$ cat config.mk
export PLATFORM = sky130hd
export DESIGN_NAME = plrq_cell
export DESIGN_NICKNAME = d
export VERILOG_FILES = /design/src/hdl/plrq_pkg.sv /design/src/hdl/plrq_cell.sv
export SDC_FILE = /design/constraint.sdc
export NUM_CORES = 1
export LEC_CHECK = 0
export BUFFER_PORTS_ARGS = -buffer_cell sky130_fd_sc_hd__buf_2
export CAP_MARGIN = 20
export CORE_MARGIN = 3
export CORE_UTILIZATION = 47
export CTS_CLUSTER_SIZE = 25
export DETAILED_ROUTE_END_ITERATION = 16
export PLACE_DENSITY = 0.93
export RECOVER_POWER = 50
export REMOVE_ABC_BUFFERS = 1
export SETUP_SLACK_MARGIN = 0.4
export SLEW_MARGIN = 20
export SYNTH_ARGS = -nofsm -noshare
export SYNTH_HDL_FRONTEND = slang
export SYNTH_SLANG_ARGS = --single-unit
$ cat constraint.sdc
create_clock -name clk_i -period 3.8 [get_ports clk_i]
set_input_delay 0.38 -clock clk_i [delete_from_list [all_inputs] [get_ports clk_i]]
set_output_delay 0.38 -clock clk_i [all_outputs]
set_load 0.1 [all_outputs]
$ cat src/hdl/plrq_pkg.sv
// Shared types and constants for the positional list with run query.
// Holds request, error and command codes, and the cell command and scan word layouts.
// No dependencies.
package plrq_pkg;

  localparam int unsigned CAP_DEFAULT = 64;
  localparam int unsigned CAP_MAX     = 1024;
  localparam int unsigned CNT_W       = $clog2(CAP_MAX + 1);
  localparam int unsigned DATA_W      = 32;
  localparam int unsigned POS_W       = 7;
  localparam int unsigned REQ_W       = 3;
  localparam int unsigned ERR_W       = 2;

  typedef enum logic [REQ_W-1:0] {
    REQ_APPEND  = 3'd0,
    REQ_INSERT  = 3'd1,
    REQ_REMOVE  = 3'd2,
    REQ_REPLACE = 3'd3,
    REQ_READ    = 3'd4,
    REQ_CLEAR   = 3'd5,
    REQ_RUN     = 3'd6,
    REQ_NOP     = 3'd7
  } req_e;

  typedef enum logic [ERR_W-1:0] {
    ERR_OK    = 2'd0,
    ERR_FULL  = 2'd1,
    ERR_RANGE = 2'd2
  } err_e;

  typedef enum logic [1:0] {
    CMD_NONE   = 2'd0,
    CMD_WRITE  = 2'd1,
    CMD_INSERT = 2'd2,
    CMD_REMOVE = 2'd3
  } cmd_op_e;

  typedef enum logic [1:0] {
    ST_IDLE = 2'b01,
    ST_SCAN = 2'b10
  } state_e;

  typedef struct packed {
    cmd_op_e                  op;
    logic [CNT_W-1:0]         pos;
    logic signed [DATA_W-1:0] value;
    logic [CNT_W-1:0]         count;
  } cmd_t;

  typedef struct packed {
    logic                     valid;
    logic [CNT_W-1:0]         cur_start;
    logic [CNT_W-1:0]         cur_len;
    logic [CNT_W-1:0]         best_len;
    logic [CNT_W-1:0]         best_start;
    logic signed [DATA_W-1:0] rd;
  } scan_t;

endpackage

$ cat src/hdl/plrq_cell.sv
// One list cell: holds one element, shifts with its neighbors on insert and remove,
// and advances the scan word one step for reads and run queries.
// Depends on plrq_pkg.
module plrq_cell import plrq_pkg::*; (
  input  logic                     clk_i,
  input  logic                     rst_ni,
  input  logic [CNT_W-1:0]         idx_i,
  input  cmd_t                     cmd_i,
  input  logic signed [DATA_W-1:0] left_elem_i,
  input  logic signed [DATA_W-1:0] right_elem_i,
  output logic signed [DATA_W-1:0] elem_o,
  input  scan_t                    scan_i,
  output scan_t                    scan_o
);

  logic signed [DATA_W-1:0] elem_q, elem_d;
  scan_t                    scan_q, scan_d;
  logic                     run_on;

  always_comb begin
    elem_d = elem_q;
    case (cmd_i.op)
      CMD_WRITE: begin
        if (idx_i == cmd_i.pos) elem_d = cmd_i.value;
      end
      CMD_INSERT: begin
        if (idx_i > cmd_i.pos) begin
          elem_d = left_elem_i;
        end else if (idx_i == cmd_i.pos) begin
          elem_d = cmd_i.value;
        end
      end
      CMD_REMOVE: begin
        if (idx_i >= cmd_i.pos) elem_d = right_elem_i;
      end
      default: elem_d = elem_q;
    endcase
  end

  always_comb begin
    scan_d = scan_i;
    run_on = (idx_i != '0) && (idx_i < cmd_i.count);
    if (scan_i.valid) begin
      if (run_on) begin
        if (elem_q == left_elem_i) begin
          scan_d.cur_len = scan_i.cur_len + 1'b1;
        end else begin
          scan_d.cur_start = idx_i;
          scan_d.cur_len   = CNT_W'(1);
        end
        if ((scan_d.cur_len >= CNT_W'(2)) && (scan_d.cur_len > scan_i.best_len)) begin
          scan_d.best_len   = scan_d.cur_len;
          scan_d.best_start = scan_d.cur_start;
        end
      end
      if (idx_i == cmd_i.pos) scan_d.rd = elem_q;
    end
  end

  always_ff @(posedge clk_i) begin
    elem_q <= elem_d;
  end

  always_ff @(posedge clk_i or negedge rst_ni) begin
    if (!rst_ni) begin
      scan_q <= '0;
    end else begin
      scan_q <= scan_d;
    end
  end

  assign elem_o = elem_q;
  assign scan_o = scan_q;

endmodule

==> impl_metrics.env <==
export IMPL_cp_data_required_time_ns=4.04
export IMPL_num_rows=42
export IMPL_period_minus_slack_ns=3.65
export IMPL_crit_type="register to register"
export IMPL_setup_violations=0
export IMPL_cp_max_fo=7
export IMPL_power_density_nw_per_um2=440
export IMPL_vdd_ir_drop_max_mv=0.460
export IMPL_die_w_um=124
export IMPL_r2r_cells=16
export IMPL_place_ws_ns=-0.0801
export IMPL_worst_slack_ns=0.147
export IMPL_cp_num_buf_inv=4
export IMPL_period_share_pct=96.1
export IMPL_holdBufCountCts=0
export IMPL_startpoint_type="register"
export IMPL_grt_pass1_wl_um=32900
export IMPL_ios=319
export IMPL_drc=0
export IMPL_hold_class="input port to register"
export IMPL_max_freq_mhz=274
export IMPL_yosys_top_cells_area="dfrtp_1, edfxtp_1, mux2_2"
export IMPL_path_cells="xor2_1 > nor4_2 > nand4_1 > or2_1 > buf_6 > buf_6 > nor2_4 > ha_4 > nand4_1 > a211oi_2 > a2111oi_4 > a41oi_2 > nand3b_1 > buf_6 > buf_12 > mux2_4"
export IMPL_power_leakage_nw=4.14
export IMPL_design_core_area_um2=13400
export IMPL_finalPower_w=0.00393
export IMPL_r2r_start="elem_o[31]"
export IMPL_first_iter_violations=588
export IMPL_ys_types=51
export IMPL_first_global_vias=6263
export IMPL_path_common_cell="buf_6"
export IMPL_drv_slew=78
export IMPL_die_h_um=124
export IMPL_maxCapViolations=1
export IMPL_rsz0062_at_grt="true"
export IMPL_initial_core_util_pct=48.7
export IMPL_area_delta_synth_final_pct=36.6
export IMPL_track_usage_pct=28.1
export IMPL_antenna_cells=0
export IMPL_final_area_um2=8920
export IMPL_layout_common_cells="buf_2, clkbuf_1, mux2_2, dfrtp_1, o22ai_1"
export IMPL_status="finished, violations left"
export IMPL_grt_ovfl_total=0
export IMPL_post_dp_cell_area_um2=8340
export IMPL_cp_depth=16
export IMPL_hold_viol=0
export IMPL_critPathLaunch="elem_o[31]"
export IMPL_cts_tree="done"
export IMPL_layout_drive_gt1_share_pct=44.5
export IMPL_gp_routability_congestion=0.888
export IMPL_layout_commonest_cell="buf_2"
export IMPL_yosysWarnings=0
export IMPL_clock_latency_ns=0.35
export IMPL_numCtsBuffers=9
export IMPL_ant_nets=0
export IMPL_ys_seq_area_share_pct=44.2
export IMPL_crit_end="scan_o[38]"
export IMPL_htreeDepth=3
export IMPL_cts_sinks=109
export IMPL_max_stage_delay_ns=0.46
export IMPL_first_pass_iters=7
export IMPL_wl_per_cell_um=21.1
export IMPL_avgSynthCellArea_um2=11.1
export IMPL_cts_root_buffer="clkbuf_16"
export IMPL_syn_area_um2=6530
export IMPL_worstSetupEndpointType="register"
export IMPL_cts_buffer_depth=2
export IMPL_synth_ff_latch_count=109
export IMPL_fin_skew_ns=0.0121
export IMPL_yosys_area_top_type="dfrtp_1"
export IMPL_worstMarginPinSlew_ns=1.98
export IMPL_rrSetupSlack_ns=0.15
export IMPL_die_area_um2=15300
export IMPL_violations="max-capacitance violations, max-slew violations"
export IMPL_cp_top_family="simple AND/OR/NAND/NOR gates"
export IMPL_vias=6517
export IMPL_wirelength_um=23200
export IMPL_io_buffers=318
export IMPL_finalNetCount=1162
export IMPL_yosysTopAreaCellShare_pct=29.5
export IMPL_timing_slew_headroom_pct=-31.9
export IMPL_syn_inst=588
export IMPL_arrival_ns=3.89
export IMPL_r2r_end="scan_o[38]"
export IMPL_antenna_found_initial=0
export IMPL_grt_max_degree=78
export IMPL_vias_per_cell=5.92
export IMPL_path_clk_slew_ns=0.07
export IMPL_cp_slowest_cell="edfxtp_1"
export IMPL_place_hpwl_um=16800
repair_timing:
item                                    in CTS  in global routing
setup buffers                               10                  7
resized for setup                           29                 21
gates cloned                                 2                  0
pin swaps                                    8                 15
endpoints found under the setup margin      22                 22
layout make-up:
cell class	instances	area, µm²
sequential	109	2890
clock inverter	6	46.3
timing repair buffer	355	1830
clock buffer	10	229
multi-input combinational	404	3560
fill	1037	4480
tap	176	220
inverter	40	150
worst reg2reg max path: cells and delay by family (launching register included):
family | cells | cell delay, ns
flops | 1 | 0.46
compound gates | 3 | 0.56
xor+xnor | 1 | 0.20
simple gates | 6 | 1.27
fa+ha+maj | 1 | 0.14
mux | 1 | 0.30
buf+inv | 4 | 0.61
through the flow:
step	utilization, %	instances	TNS [ns]	hold WS, ns
final	66.5	1100	0	0.233
after floorplan	-	553	-19.11	0.0844
after global placement	62.2	1065	0	0.557
after global routing	66.5	1100	0	0.220
after detailed placement	62.2	1065	-0.960	0.558
after CTS	66.0	1093	0	0.189
cell usage after synthesis, drive strengths merged:
library cell,count
a2111oi,1
a211o,2
a211oi,5
a21bo,1
a21o,5
a21oi,38
a22o,5
a31o,1
a31oi,1
a32o,1
a41oi,3
and3,2
and3b,1
buf,14
clkbuf,21
dfrtp,77
edfxtp,32
ha,33
inv,40
mux2,91
mux2i,10
nand2,9
nand2b,2
nand3,10
nand3b,3
nand4,5
nand4b,2
nor2,26
nor2b,1
nor3,5
nor4,12
o2111ai,1
o211ai,2
o21a,3
o21ai,4
o21bai,4
o221a,1
o22ai,64
o31ai,2
or2,2
or3,1
xnor2,8
xor2,37
registers in the layout (all words and copies together), names as in the netlist:
signal,count
elem_o,32
scan_o,77
power by group:
part / switching [W] / internal (W) / total, W
clock: 0.000442 / 0.000449 / 0.000892
combinational: 0.00122 / 0.000395 / 0.00162
sequential: 0.0000757 / 0.00134 / 0.00142
layer usage:
| metal | GRT usage (%) | part of all wire, % | routed length [µm] | vias to the layer above |
|---|---|---|---|---|
| met5 | 0 | 0 | 0 | - |
| met4 | 12.0 | 4.0 | 926 | 0 |
| met3 | 7.72 | 9.8 | 2270 | 85 |
| met2 | 48.1 | 50 | 11700 | 455 |
| met1 | 33.0 | 36 | 8300 | 3126 |
| li1 | - | - | - | 2851 |
worst min path at each step:
stage / start / to / slack [ns] / cells past startpoint
3_3_place_gp: elem_o[15] / scan_o[15] / 0.56 / 1
4_1_cts: scan_i[76] / scan_o[76] / 0.19 / 1
5_1_grt: scan_i[76] / scan_o[76] / 0.22 / 1
6_report: scan_i[76] / scan_o[76] / 0.23 / 1
2_1_floorplan: rst_ni / scan_o[0] / 0.08 / 0
3_5_place_dp: scan_i[76] / scan_o[76] / 0.56 / 1
logic make-up (layout without fill, tap and decap cells):
family / Yosys count / count (layout) / synth area share [%]
adders and majority gates: 33 / 33 / 6.33
muxes: 101 / 101 / 17.8
AOI/OAI and AO/OA: 144 / 144 / 14.1
buffers and inverters: 75 / 411 / 4.73
and+or+nand+nor: 81 / 81 / 6.77
xor gates and xnor gates: 45 / 45 / 6.04
DFF: 109 / 109 / 44.2
Power figures use the tool's default switching activity.
