==> src/hdl/plrq_pkg.sv <==
// Shared types and constants for the positional list with run query.
// Holds request, error and command codes, and the cell command and scan word layouts.
// No dependencies.
package plrq_pkg;

  localparam int unsigned CAP_DEFAULT = 64;
  localparam int unsigned CAP_MAX     = 1024;
  localparam int unsigned CNT_W       = $clog2(CAP_MAX + 1);
  localparam int unsigned DATA_W      = 32;
  localparam int unsigned POS_W       = 7;
  localparam int unsigned REQ_W       = 3;
  localparam int unsigned ERR_W       = 2;

  typedef enum logic [REQ_W-1:0] {
    REQ_APPEND  = 3'd0,
    REQ_INSERT  = 3'd1,
    REQ_REMOVE  = 3'd2,
    REQ_REPLACE = 3'd3,
    REQ_READ    = 3'd4,
    REQ_CLEAR   = 3'd5,
    REQ_RUN     = 3'd6,
    REQ_NOP     = 3'd7
  } req_e;

  typedef enum logic [ERR_W-1:0] {
    ERR_OK    = 2'd0,
    ERR_FULL  = 2'd1,
    ERR_RANGE = 2'd2
  } err_e;

  typedef enum logic [1:0] {
    CMD_NONE   = 2'd0,
    CMD_WRITE  = 2'd1,
    CMD_INSERT = 2'd2,
    CMD_REMOVE = 2'd3
  } cmd_op_e;

  typedef enum logic [1:0] {
    ST_IDLE = 2'b01,
    ST_SCAN = 2'b10
  } state_e;

  typedef struct packed {
    cmd_op_e                  op;
    logic [CNT_W-1:0]         pos;
    logic signed [DATA_W-1:0] value;
    logic [CNT_W-1:0]         count;
  } cmd_t;

  typedef struct packed {
    logic                     valid;
    logic [CNT_W-1:0]         cur_start;
    logic [CNT_W-1:0]         cur_len;
    logic [CNT_W-1:0]         best_len;
    logic [CNT_W-1:0]         best_start;
    logic signed [DATA_W-1:0] rd;
  } scan_t;

endpackage

==> src/hdl/plrq_ctrl.sv <==
// Request decoder, element count, scan sequencing and output register.
// Drives the cell command and injects scan words at the head of the cell chain.
// Depends on plrq_pkg.
module plrq_ctrl import plrq_pkg::*; #(
  parameter int unsigned CAPACITY = CAP_DEFAULT
) (
  input  logic                     clk_i,
  input  logic                     rst_ni,
  input  logic                     in_valid_i,
  output logic                     in_ready_o,
  input  logic [REQ_W-1:0]         req_type_i,
  input  logic signed [DATA_W-1:0] value_i,
  input  logic [POS_W-1:0]         position_i,
  output logic                     out_valid_o,
  input  logic                     out_ready_i,
  output logic signed [DATA_W-1:0] read_value_o,
  output logic [POS_W-1:0]         run_start_o,
  output logic [POS_W-1:0]         count_o,
  output logic                     is_empty_o,
  output logic                     is_full_o,
  output logic [ERR_W-1:0]         error_o,
  output cmd_t                     cmd_o,
  output scan_t                    scan_o,
  input  scan_t                    scan_i
);

  localparam logic [CNT_W-1:0] Cap = CNT_W'(CAPACITY);

  state_e                   state_q, state_d;
  logic [CNT_W-1:0]         count_q, count_d;
  logic [CNT_W-1:0]         pos_q;
  logic                     run_q;
  logic                     out_valid_q;
  logic signed [DATA_W-1:0] read_value_q;
  logic [POS_W-1:0]         run_start_q;
  err_e                     err_q, err_d;

  logic             accept, full, start_scan, scan_run, load_now, scan_done;
  logic [CNT_W-1:0] pos_ext;
  cmd_op_e          op_d;
  logic [CNT_W-1:0] cmd_pos;

  assign in_ready_o = (state_q == ST_IDLE) && (!out_valid_q || out_ready_i);
  assign accept     = in_valid_i && in_ready_o;
  assign full       = (count_q >= Cap);
  assign pos_ext    = CNT_W'(position_i);

  always_comb begin
    op_d       = CMD_NONE;
    cmd_pos    = pos_q;
    count_d    = count_q;
    err_d      = ERR_OK;
    start_scan = 1'b0;
    scan_run   = 1'b0;
    if (accept) begin
      cmd_pos = pos_ext;
      case (req_e'(req_type_i))
        REQ_APPEND: begin
          if (full) begin
            err_d = ERR_FULL;
          end else begin
            op_d    = CMD_WRITE;
            cmd_pos = count_q;
            count_d = count_q + 1'b1;
          end
        end
        REQ_INSERT: begin
          if (full) begin
            err_d = ERR_FULL;
          end else if (pos_ext > count_q) begin
            err_d = ERR_RANGE;
          end else begin
            op_d    = CMD_INSERT;
            count_d = count_q + 1'b1;
          end
        end
        REQ_REMOVE: begin
          if (pos_ext >= count_q) begin
            err_d = ERR_RANGE;
          end else begin
            op_d    = CMD_REMOVE;
            count_d = count_q - 1'b1;
          end
        end
        REQ_REPLACE: begin
          if (pos_ext >= count_q) begin
            err_d = ERR_RANGE;
          end else begin
            op_d = CMD_WRITE;
          end
        end
        REQ_READ: begin
          if (pos_ext >= count_q) begin
            err_d = ERR_RANGE;
          end else begin
            start_scan = 1'b1;
          end
        end
        REQ_CLEAR: begin
          count_d = '0;
        end
        REQ_RUN: begin
          start_scan = 1'b1;
          scan_run   = 1'b1;
        end
        default: begin
          op_d = CMD_NONE;
        end
      endcase
    end
  end

  assign load_now  = accept && !start_scan;
  assign scan_done = (state_q == ST_SCAN) && scan_i.valid;

  always_comb begin
    state_d = state_q;
    case (state_q)
      ST_IDLE: if (start_scan) state_d = ST_SCAN;
      ST_SCAN: if (scan_done) state_d = ST_IDLE;
      default: state_d = ST_IDLE;
    endcase
  end

  assign cmd_o.op    = op_d;
  assign cmd_o.pos   = cmd_pos;
  assign cmd_o.value = value_i;
  assign cmd_o.count = count_q;

  always_comb begin
    scan_o            = '0;
    scan_o.valid      = start_scan;
    scan_o.cur_len    = CNT_W'(1);
    scan_o.best_len   = CNT_W'(1);
    scan_o.best_start = count_q;
  end

  always_ff @(posedge clk_i or negedge rst_ni) begin
    if (!rst_ni) begin
      state_q     <= ST_IDLE;
      count_q     <= '0;
      out_valid_q <= 1'b0;
    end else begin
      state_q <= state_d;
      count_q <= count_d;
      if (load_now || scan_done) begin
        out_valid_q <= 1'b1;
      end else if (out_ready_i) begin
        out_valid_q <= 1'b0;
      end
    end
  end

  always_ff @(posedge clk_i) begin
    if (accept) begin
      pos_q <= pos_ext;
      run_q <= scan_run;
    end
    if (load_now) begin
      read_value_q <= '0;
      run_start_q  <= '0;
      err_q        <= err_d;
    end else if (scan_done) begin
      read_value_q <= run_q ? '0 : scan_i.rd;
      run_start_q  <= run_q ? scan_i.best_start[POS_W-1:0] : '0;
      err_q        <= ERR_OK;
    end
  end

  assign out_valid_o  = out_valid_q;
  assign read_value_o = read_value_q;
  assign run_start_o  = run_start_q;
  assign count_o      = count_q[POS_W-1:0];
  assign is_empty_o   = (count_q == '0);
  assign is_full_o    = (count_q == Cap);
  assign error_o      = err_q;

  a_count_bound: assert property (@(posedge clk_i) disable iff (!rst_ni)
    count_q <= Cap)
    else $error("element count above capacity");

  a_tail_in_scan: assert property (@(posedge clk_i) disable iff (!rst_ni)
    scan_i.valid |-> state_q == ST_SCAN)
    else $error("scan word left the chain outside a scan");

  a_scan_out_empty: assert property (@(posedge clk_i) disable iff (!rst_ni)
    state_q == ST_SCAN |-> !out_valid_q)
    else $error("output word pending during a scan");

  a_cmd_on_accept: assert property (@(posedge clk_i) disable iff (!rst_ni)
    cmd_o.op != CMD_NONE |-> accept && !start_scan)
    else $error("cell command without an accepted request");

endmodule

==> config.mk <==
export PLATFORM = sky130hd
export DESIGN_NAME = plrq_ctrl
export DESIGN_NICKNAME = d
export VERILOG_FILES = /design/src/hdl/plrq_pkg.sv /design/src/hdl/plrq_ctrl.sv
export SDC_FILE = /design/constraint.sdc
export NUM_CORES = 1
export LEC_CHECK = 0
export BUFFER_PORTS_ARGS = -buffer_cell sky130_fd_sc_hd__clkbuf_2
export CORE_ASPECT_RATIO = 0.7
export CORE_MARGIN = 5
export CORE_UTILIZATION = 33
export DETAILED_ROUTE_END_ITERATION = 8
export PLACE_DENSITY = 0.77
export SYNTH_ARGS = -nofsm -noshare
export SYNTH_HDL_FRONTEND = slang
export SYNTH_SLANG_ARGS = --single-unit
==> constraint.sdc <==
create_clock -name clk_i -period 2.49 [get_ports clk_i]
set_input_delay 0.3735 -clock clk_i [delete_from_list [all_inputs] [get_ports clk_i]]
set_output_delay 0.3735 -clock clk_i [all_outputs]
set_load 0.02 [all_outputs]
==> flow_metrics.py <==
metrics = {
    "cts": {
        "clock_sinks": 63,
        "clock_path_buffers": 2,
        "cts_tree": "done",
        "cts_buffers": 9,
        "h-tree-depth": 3,
        "cts_root_buf": "clkbuf_16",
        "clk_pin_slew_worst_paths_ps": 60,
        "clock_latency_ps": 320,
    },
    "critical_path": {
        "crit_chain": "inv_2, ha_4, a211o_1, a21oi_4, buf_6, a21oi_2, nor2_1, a21oi_1, nor3_2, buf_4",
        "rr_worst_depth": 6,
        "rr_startpoint": "count_q[8]",
        "critical_path_class": "register to output port",
        "worst_path_largest_cell_delay_ps": 390,
        "cp-start-kind": "register",
        "cp_slowest_cell": "dfrtp_1",
        "critical_path_buf_inv_count": 3,
        "critical_path.startpoint": "count_q[4]",
        "worstPathArrival_ps": 2210,
        "cp.depth": 10,
        "crit_family": "compound AO/OA/AOI/OAI gates",
        "regToRegSetupSlack_ps": 160,
        "regToRegEndpoint": "count_q[7]",
        "end_kind": "output port",
        "crit_fanout": 3,
        "critical_path_required_ps": 2120,
        "crit_path_end": "cmd_o[55]",
    },
    "logic_synthesis": {
        "postSynthAreaPerCell_um2": 8.46,
        "synthTopCellsByArea": "buf_4 (21%), dfxtp_1 (18%), dfrtp_1 (7.6%)",
        "synth-async-reset-ratio_pct": 22.2,
        "yosysSeqAreaShare_pct": 33.5,
        "synthesis.instances": 506,
        "synth_top_area_share_pct": 21.2,
        "synthFlopType": "dfxtp_1",
        "synth_top_area_cell": "buf_4",
        "ys_types": 57,
        "synth_most_common_cell": "buf_4",
        "synth_edf_count": 10,
        "synth_warnings": 0,
        "synth-seq-cells": 63,
        "synth_common_cells": "buf_4 (121), a21oi_1 (52), nor2_1 (43), dfxtp_1 (39), nand2_1 (33)",
        "syn-cell-area_um2": 4280,
    },
    "run_status": {
        "status": "finished with violations",
        "violations": "setup timing",
    },
    "timing": {
        "hold_viol": 0,
        "clock.fmax_mhz": 387,
        "fin_crit_sh_pct": 104,
        "holdWs_ps": 269,
        "setup_viol": 2,
        "fin_crit_ps": 2590,
        "worstMarginPinSlew_ps": 627,
        "max_slew_margin_pct": 58.2,
        "clock_skew_ps": 8.88,
        "drv_slew": 0,
        "rsz0062_at_grt": "yes",
        "setup_ws_ps": -96.0,
    },
    "cells_and_area": {
        "area_delta_synth_final_pct": 23.3,
        "layout-drive-gt1-share_pct": 36.8,
        "post-route-util_pct": 42.1,
        "nets": 771,
        "diodes": 0,
        "fillers": 1249,
    },
    "place": {
        "dp_hpwl_um": 8760,
        "numPortBuffers": 137,
        "place_congestion": 0.894,
    },
    "routing": {
        "antenna_left": 0,
        "drt_iter0_markers": 138,
        "drc": 0,
        "dr_total_vias": 3617,
        "drt-wirelength-per-cell_um": 14.1,
        "wl_um": 11300,
        "first_pass_iters": 6,
        "viasPerCell": 4.53,
    },
    "floorplan": {
        "rows": 34,
        "pin_count": 308,
        "dieArea_um2": 15400,
        "start_util_pct": 34.1,
        "die_width_um": 146,
        "coreArea_um2": 12500,
        "fp.dieH_um": 105,
    },
    "min_path": {
        "hold_class": "input port to register",
    },
    "global_routing": {
        "gr-usage-all-layers_pct": 13.6,
        "antenna_found_initial": 0,
        "grt_pass1_wl_um": 17000,
        "gr-total-overflow": 0,
        "grt_max_degree": 40,
        "grt_pass1_vias": 3242,
    },
    "power": {
        "power.leakage_nw": 2.53,
        "p_per_area_nw_per_um2": 912,
        "ir_drop_mv": 0.354,
    },
    "job": {
        "maxCapViolCount": 0,
    },
}
[where the power goes]
part,switching (W),internal [W]
Sequential,0.0000881,0.00115
Clock,0.000429,0.000844
Combinational,0.00139,0.000915
[worst reg2reg max path: cells and delay by family, from the launching register on]
family | cells | cell delay [ps]
AND/OR/NAND/NOR | 3 | 880
AO/OA/AOI/OAI | 2 | 730
flip-flops | 1 | 430
buffers and inverters | 1 | 180
[layout by cell type, fill, tap and decap left out, types with 3 or more instances in the layout]
master / synthesis / layout
a21oi_1: 52 / 49
a21oi_2: 0 / 3
buf_4: 121 / 52
buf_6: 1 / 4
clkbuf_16: 0 / 10
clkbuf_2: 0 / 128
clkbuf_8: 0 / 4
conb_1: 2 / 69
dfrtp_1: 13 / 12
dfxtp_1: 39 / 39
edfxtp_1: 10 / 10
ha_1: 16 / 13
ha_4: 0 / 3
inv_1: 14 / 11
mux2i_1: 7 / 7
nand2_1: 33 / 33
nand2b_1: 4 / 4
nand3_1: 11 / 11
nor2_1: 43 / 42
nor3_1: 8 / 6
nor3b_1: 32 / 32
o211ai_1: 4 / 4
o21a_1: 3 / 3
o21ai_0: 22 / 14
o21ai_1: 0 / 6
or3_1: 3 / 3
xor2_1: 6 / 6
[timing repair]
item / in CTS / in global routing
buffers inserted: 5 / 5
resized for setup: 11 / 29
setup endpoints to repair: 9 / 9
hold endpoints to repair: 13 / 0
pin swaps: 4 / 16
hold buffers: 1 / 0
[worst min-delay path by stage]
stage / from / end / cells past startpoint
floorplan: rst_ni / count_q[0] / 0
global placement: rst_ni / count_q[3] / 1
CTS: position_i[5] / pos_q[5] / 1
global route: position_i[5] / pos_q[5] / 1
detailed placement: rst_ni / count_q[3] / 1
finish: position_i[5] / pos_q[5] / 1
[flip-flops by register name, summed over array words and instances (netlist names)]
signal and count:
read_value_o 32, count_q 11, pos_q 7, run_start_o 7
error_o 2, state_q 2, out_valid_o 1, run_q 1
[final cells by class]
| cell class | instances | area, um2 | share of cell area (%) |
|---|---|---|---|
| clock buffer | 15 | 309 | 5.85 |
| inverter | 14 | 57.6 | 1.09 |
| tap | 162 | 203 | 3.84 |
| timing repair buffer | 190 | 1140 | 21.7 |
| clock inverter | 1 | 6.26 | 0.119 |
| sequential | 63 | 1430 | 27.2 |
| multi-input combinational | 353 | 2130 | 40.3 |
[cells by family (layout without fill, tap and decap cells)]
kind of cell,count (synthesis),count (layout),synth area share (%)
and+or+nand+nor,150,150,18.8
xor gates and xnor gates,8,8,1.64
AOI/OAI and AO/OA,102,102,14.5
other,2,69,0.175
adders and majority gates,17,17,5.14
DFF,63,63,33.5
muxes,7,7,1.64
buffers and inverters,157,220,24.6
[through the flow]
step / total power [W] / instances / setup TNS, ps / worst slack (ps) / area, um2
after CTS: 0.00472 / 794 / -275 / -150 / 5180
after detailed placement: 0.00335 / 772 / -106 / -61.9 / 4800
after global placement: 0.00332 / 772 / -38.0 / -22.2 / 4800
after global routing: 0.00510 / 798 / -633 / -197 / 5280
final: 0.00482 / 798 / -182 / -96.0 / 5280
after floorplan: 0.00287 / 573 / -34.1 / -34.1 / 4570
[metal layers]
| metal | GRT usage (%) | wire [um] |
|---|---|---|
| met1 | 18.6 | 5180 |
| met2 | 19.5 | 4950 |
| met3 | 5.71 | 1010 |
| met4 | 3.83 | 142 |
| met5 | 0 | 0 |
Note: power is estimated with default switching activity, not from simulation.
